`src/design/nfa_string_acceptor_macros.svh`:
```
// Assertion macros shared by the NFA acceptor RTL.
// Include by bare file name; no other dependencies.
`ifndef NFA_STRING_ACCEPTOR_MACROS_SVH
`define NFA_STRING_ACCEPTOR_MACROS_SVH

// Same-cycle implication, disabled while reset is asserted.
`define NFA_ASSERT_IMP(lbl, clk, rstn, ante, cons, msg) \
  lbl: assert property (@(posedge clk) disable iff (!rstn) (ante) |-> (cons)) \
    else $error(msg);

// Next-cycle implication, disabled while reset is asserted.
`define NFA_ASSERT_NXT(lbl, clk, rstn, ante, cons, msg) \
  lbl: assert property (@(posedge clk) disable iff (!rstn) (ante) |=> (cons)) \
    else $error(msg);

`endif

```
`src/design/nfa_pkg.sv`:
```
// Shared types and constants of the NFA acceptor.
// Used by nfa_ctrl, nfa_dpath and nfa_string_acceptor; no dependencies.
`default_nettype none

package nfa_pkg;

  localparam int unsigned CmdW        = 2;
  localparam int unsigned StateFieldW = 4;
  localparam int unsigned SymFieldW   = 8;
  localparam int unsigned StateCountW = 5;
  localparam int unsigned IndexW      = 16;
  localparam int unsigned InDataW     = 16;
  localparam int unsigned OutDataW    = 24;

  localparam logic [IndexW-1:0] IndexMax = 16'hFFFF;

  localparam logic [CmdW-1:0] CmdClear = 2'd0;
  localparam logic [CmdW-1:0] CmdAdd   = 2'd1;
  localparam logic [CmdW-1:0] CmdChar  = 2'd2;

  // Controller to datapath
  typedef struct packed {
    logic capture;
    logic clr_write;
    logic add_read;
    logic add_write;
    logic scan_step;
    logic finish;
  } nfa_ctl_t;

  // Datapath to controller
  typedef struct packed {
    logic clr_last;
    logic add_ok;
    logic scan_last;
    logic rejected;
    logic last;
    logic out_free;
  } nfa_sts_t;

endpackage

`default_nettype wire

```
`src/design/nfa_ctrl.sv`:
```
// Sequencer of the NFA acceptor: table sweep, add, scan and finish steps.
// Depends on nfa_pkg.
`default_nettype none

module nfa_ctrl (
  input  wire logic                      clk_i,
  input  wire logic                      rst_ni,
  input  wire logic                      in_valid_i,
  input  wire logic [nfa_pkg::CmdW-1:0]  in_cmd_i,
  input  wire nfa_pkg::nfa_sts_t         sts_i,
  output logic                           in_ready_o,
  output nfa_pkg::nfa_ctl_t              ctl_o
);

  typedef enum logic [2:0] {
    StClear,
    StIdle,
    StAddRd,
    StAddWr,
    StScan,
    StDrain,
    StFinish
  } state_e;

  state_e state_q, state_d;
  logic   ready_q;

  always_comb begin
    state_d = state_q;
    ctl_o   = '0;
    unique case (state_q)
      StClear: begin
        ctl_o.clr_write = 1'b1;
        if (sts_i.clr_last) begin
          state_d = StIdle;
        end
      end
      StIdle: begin
        if (in_valid_i && ready_q) begin
          ctl_o.capture = 1'b1;
          unique case (in_cmd_i)
            nfa_pkg::CmdClear: state_d = StClear;
            nfa_pkg::CmdAdd:   state_d = StAddRd;
            nfa_pkg::CmdChar:  state_d = sts_i.rejected ? StFinish : StScan;
            default:           state_d = StIdle;
          endcase
        end
      end
      StAddRd: begin
        // drop adds with out-of-range fields
        if (sts_i.add_ok) begin
          ctl_o.add_read = 1'b1;
          state_d        = StAddWr;
        end else begin
          state_d = StIdle;
        end
      end
      StAddWr: begin
        ctl_o.add_write = 1'b1;
        state_d         = StIdle;
      end
      StScan: begin
        ctl_o.scan_step = 1'b1;
        if (sts_i.scan_last) begin
          state_d = StDrain;
        end
      end
      StDrain: begin
        state_d = StFinish;
      end
      StFinish: begin
        // hold while a previous result still occupies the output register
        if (!sts_i.last || sts_i.out_free) begin
          ctl_o.finish = 1'b1;
          state_d      = StIdle;
        end
      end
      default: begin
        state_d = StIdle;
      end
    endcase
  end

  always_ff @(posedge clk_i or negedge rst_ni) begin
    if (!rst_ni) begin
      state_q <= StClear;
      ready_q <= 1'b0;
    end else begin
      state_q <= state_d;
      ready_q <= (state_d == StIdle);
    end
  end

  assign in_ready_o = ready_q;

endmodule

`default_nettype wire

```
`config.mk`:
```
export PLATFORM = sky130hd
export DESIGN_NAME = nfa_ctrl
export DESIGN_NICKNAME = d
export VERILOG_FILES = /design/src/design/nfa_string_acceptor_macros.svh /design/src/design/nfa_pkg.sv /design/src/design/nfa_ctrl.sv
export SDC_FILE = /design/constraint.sdc
export NUM_CORES = 1
export LEC_CHECK = 0
export ABC_CLOCK_PERIOD_IN_PS = 1600
export BUFFER_PORTS_ARGS = -buffer_cell sky130_fd_sc_hd__buf_2
export CAP_MARGIN = 20
export CORE_AREA = 3 3 40 42
export CTS_BUF_LIST = sky130_fd_sc_hd__clkbuf_8
export CTS_CLUSTER_SIZE = 10
export DETAILED_ROUTE_END_ITERATION = 10
export DIE_AREA = 0 0 43 45
export GPL_ROUTABILITY_DRIVEN = 0
export PLACE_DENSITY = 0.54
export RECOVER_POWER = 50
export SLEW_MARGIN = 25
export SYNTH_ARGS = -nofsm -noshare
export SYNTH_HDL_FRONTEND = slang
export SYNTH_SLANG_ARGS = --single-unit
```
`constraint.sdc`:
```
create_clock -name clk_i -period 1.6 [get_ports clk_i]
set_input_delay 0.08 -clock clk_i [delete_from_list [all_inputs] [get_ports clk_i]]
set_output_delay 0.08 -clock clk_i [all_outputs]
set_load 0.03 [all_outputs]
```
==> summary.txt <==
Clocking
  • Root buf cell: clkbuf_8
  • Clock sink total: 4
  • Worst-Skew Late Latency: 0.21 ns
  • Num CTS Buffers: 3
  • CTS clk-pin slew, worst paths: 0.03 ns
  • Gates resized, CTS repair: 0
  • Clock Tree Buf Depth: 2
  • Hold Buf Count CTS: 1
  • TritonCTS clock tree: done
  • H-tree depth: 1
  • Setup repair bufs after CTS: 0

GRT
  • Vias in the first global route: 317
  • Largest net degree at the start of global routing: 8
  • Initial antenna violation count: 0
  • Total grt overflow: 0
  • Total global-route track usage: 0.0911
  • First-pass GRT wire length: 1.27 mm

Placement
  • Dpl ws: 0.122 ns
  • Port bufs: 17
  • Placed Area: 439 um^2

Cells and area
  • Area grow syn2layout: 66.2%
  • Fill count: 136
  • Ant diodes: 0
  • Final core occ: 0.379
  • Share of cells above drive strength 1: 0.404
  • Final instance area: 487 um^2
  • Final #Nets: 70
  • Reg area: 100 um^2
  • Footprint of the multi-input gates: 201 um^2

Worst setup path
  • WS Path Type: reg2reg
  • Worst R2R Path Depth: 4
  • Required @ worst endpoint: 1.71 ns
  • Reg2reg end: in_ready_o
  • Setup crit end kind: flop
  • CP Data Arrival Time: 1.58 ns
  • Reg2Reg Setup Slack: 0.13 ns
  • CP Max Fanout: 5
  • Critical R2R Launch: state_q[1]
  • Worst setup SP type: flop

Logic synthesis
  • Post-synth cell types: 21
  • Post-Synthesis Mean Instance Area: 8.87 um^2
  • Post-synthesis net count: 44
  • Ys Warns: 0
  • Post-synthesis instance area: 293 um^2
  • #FFs+latches synth: 4
  • Post-Syn Instances: 33
  • Sequential share of the synthesized area: 0.342

STA
  • Final setup vio count: 0
  • Final Max Slew Viols: 0
  • Final worst slack: 0.131 ns
  • Worst slew pin tran: 0.370 ns
  • Setup_tns: 0 ns
  • Final hold slack: 0.234 ns
  • Max Clk Rate: 681 MHz
  • RSZ-0062 raised after global routing: false
  • Relative slew slack: 0.754
  • Final Hold Viols: 0
  • Final Cycle Share: 0.918
  • Tmin final: 1.47 ns
  • Final clock skew: 0.00272 ns

Routing
  • Vias per std cell: 4.53
  • First drt pass iteration count: 4
  • Drt wl/cell: 10.4 um
  • First DRT Iteration DRCs: 10
  • Routed Antenna Nets: 0
  • Residual DRC: 0
  • Vias: 326
  • Final WL: 747 um

Floorplanning
  • Die area: 1940 um^2
  • Die height: 45 um
  • Initial core utilization: 0.228
  • Num ports: 18
  • # rows: 13
  • Core area: 1280 um^2
  • Die width: 43 um

Power
  • Maximum vdd drop: 0.654 mV
  • Pwr Density: 2010 nW/um^2
  • Lkg Pwr: 0.251 nW

Run
  • Max cap viols: 0

Hold path
  • Hold EP: state_q[0]
  • Startpoint of the worst hold path: sts_i[5]
  • Hold path depth: 3
  • Worst Hold Class: in2reg

Run status
  • Status: finished, final reports clean
==> cells in the mapped netlist (all sizes together) <==
library cell	count	area, um^2
dfrtp	4	100
o21ai	4	20.0
and3	3	18.8
inv	3	11.3
nand2	2	7.51
nand2b	2	12.5
nor3	2	10.0
a2111oi	1	27.5
a211o	1	8.76
a21oi	1	5.00
a31oi	1	6.26
and2	1	6.26
and4	1	8.76
nand3b	1	7.51
nor2	1	3.75
nor2b	1	6.26
nor4b	1	8.76
nor4bb	1	10.0
o21a	1	7.51
or2	1	6.26
==> routing by layer <==
layer / vias up / GRT usage / share of wire
met2: 13 / 0.138 / 0.48
met1: 140 / 0.0998 / 0.40
met5: - / 0 / 0
met4: 0 / 0.0723 / 0.013
li1: 171 / - / -
met3: 2 / 0.0398 / 0.11
==> metrics by stage <==
stage | instances | power [W]
2_1_floorplan | 33 | 0.000617
3_3_place_gp | 68 | 0.000790
3_5_place_dp | 68 | 0.000787
4_1_cts | 72 | 0.00101
5_1_grt | 72 | 0.00107
6_report | 72 | 0.000979
==> worst max path at each step <==
stage               startpoint         end  slack [ns]
global route        state_q[0]  in_ready_o        0.04
detailed placement  state_q[1]  in_ready_o        0.12
global placement    state_q[0]  in_ready_o        0.14
floorplan           state_q[2]  in_ready_o       0.004
finish              state_q[1]  in_ready_o        0.13
CTS                 state_q[1]  in_ready_o        0.11
==> kinds of logic (layout without fill, tap and decap cells) <==
family	after synthesis	after routing	synth area share
AOI/OAI and AO/OA	9	9	0.256
buffers and inverters	3	27	0.0385
DFF	4	4	0.342
and+or+nand+nor	17	17	0.363
==> registers in the layout, indices dropped and copies added (netlist names) <==
register and flops:
in_ready_o 1, state_q 3
==> critical path, cell delays in order, from the launching register on <==
cell	delay, ns
dfrtp_1	0.41
nor4bb_1	0.16
o21a_1	0.18
a211o_1	0.31
a2111oi_4	0.31
==> placed cells by master (no fill, tap or decap) <==
master | synthesis | final
buf_4 | 0 | 3
buf_2 | 0 | 14
nand3b_1 | 1 | 1
nor3_1 | 2 | 1
and4_1 | 1 | 1
nand2_1 | 2 | 2
nor2b_1 | 1 | 1
clkbuf_1 | 0 | 3
o21ai_1 | 1 | 1
or2_1 | 1 | 1
a31oi_1 | 1 | 1
o21a_1 | 1 | 1
nor4b_4 | 0 | 1
o21ai_0 | 3 | 3
nand2b_1 | 2 | 2
a21oi_1 | 1 | 1
nor4bb_1 | 1 | 1
clkbuf_8 | 0 | 3
dfrtp_1 | 4 | 4
a2111oi_4 | 1 | 1
and3_1 | 3 | 3
a211o_1 | 1 | 1
and2_1 | 1 | 1
inv_1 | 3 | 3
nor2_1 | 1 | 1
dlygate4sd3_1 | 0 | 1
nor3_2 | 0 | 1
==> area by class of cell <==
class,instances,area share
Multi-Input combinational cell,26,0.414
Timing Repair Buffer,21,0.234
Sequential cell,4,0.206
Clock buffer,3,0.0848
Tap cell,15,0.0386
Inverter,3,0.0231
==> power breakdown <==
group / internal, W / switching [W]
clock: 0.000160 / 0.0000467
sequential: 0.000153 / 0.0000615
combinational: 0.000240 / 0.000318
total: 0.000553 / 0.000427
(Power assumes the default switching activity.)
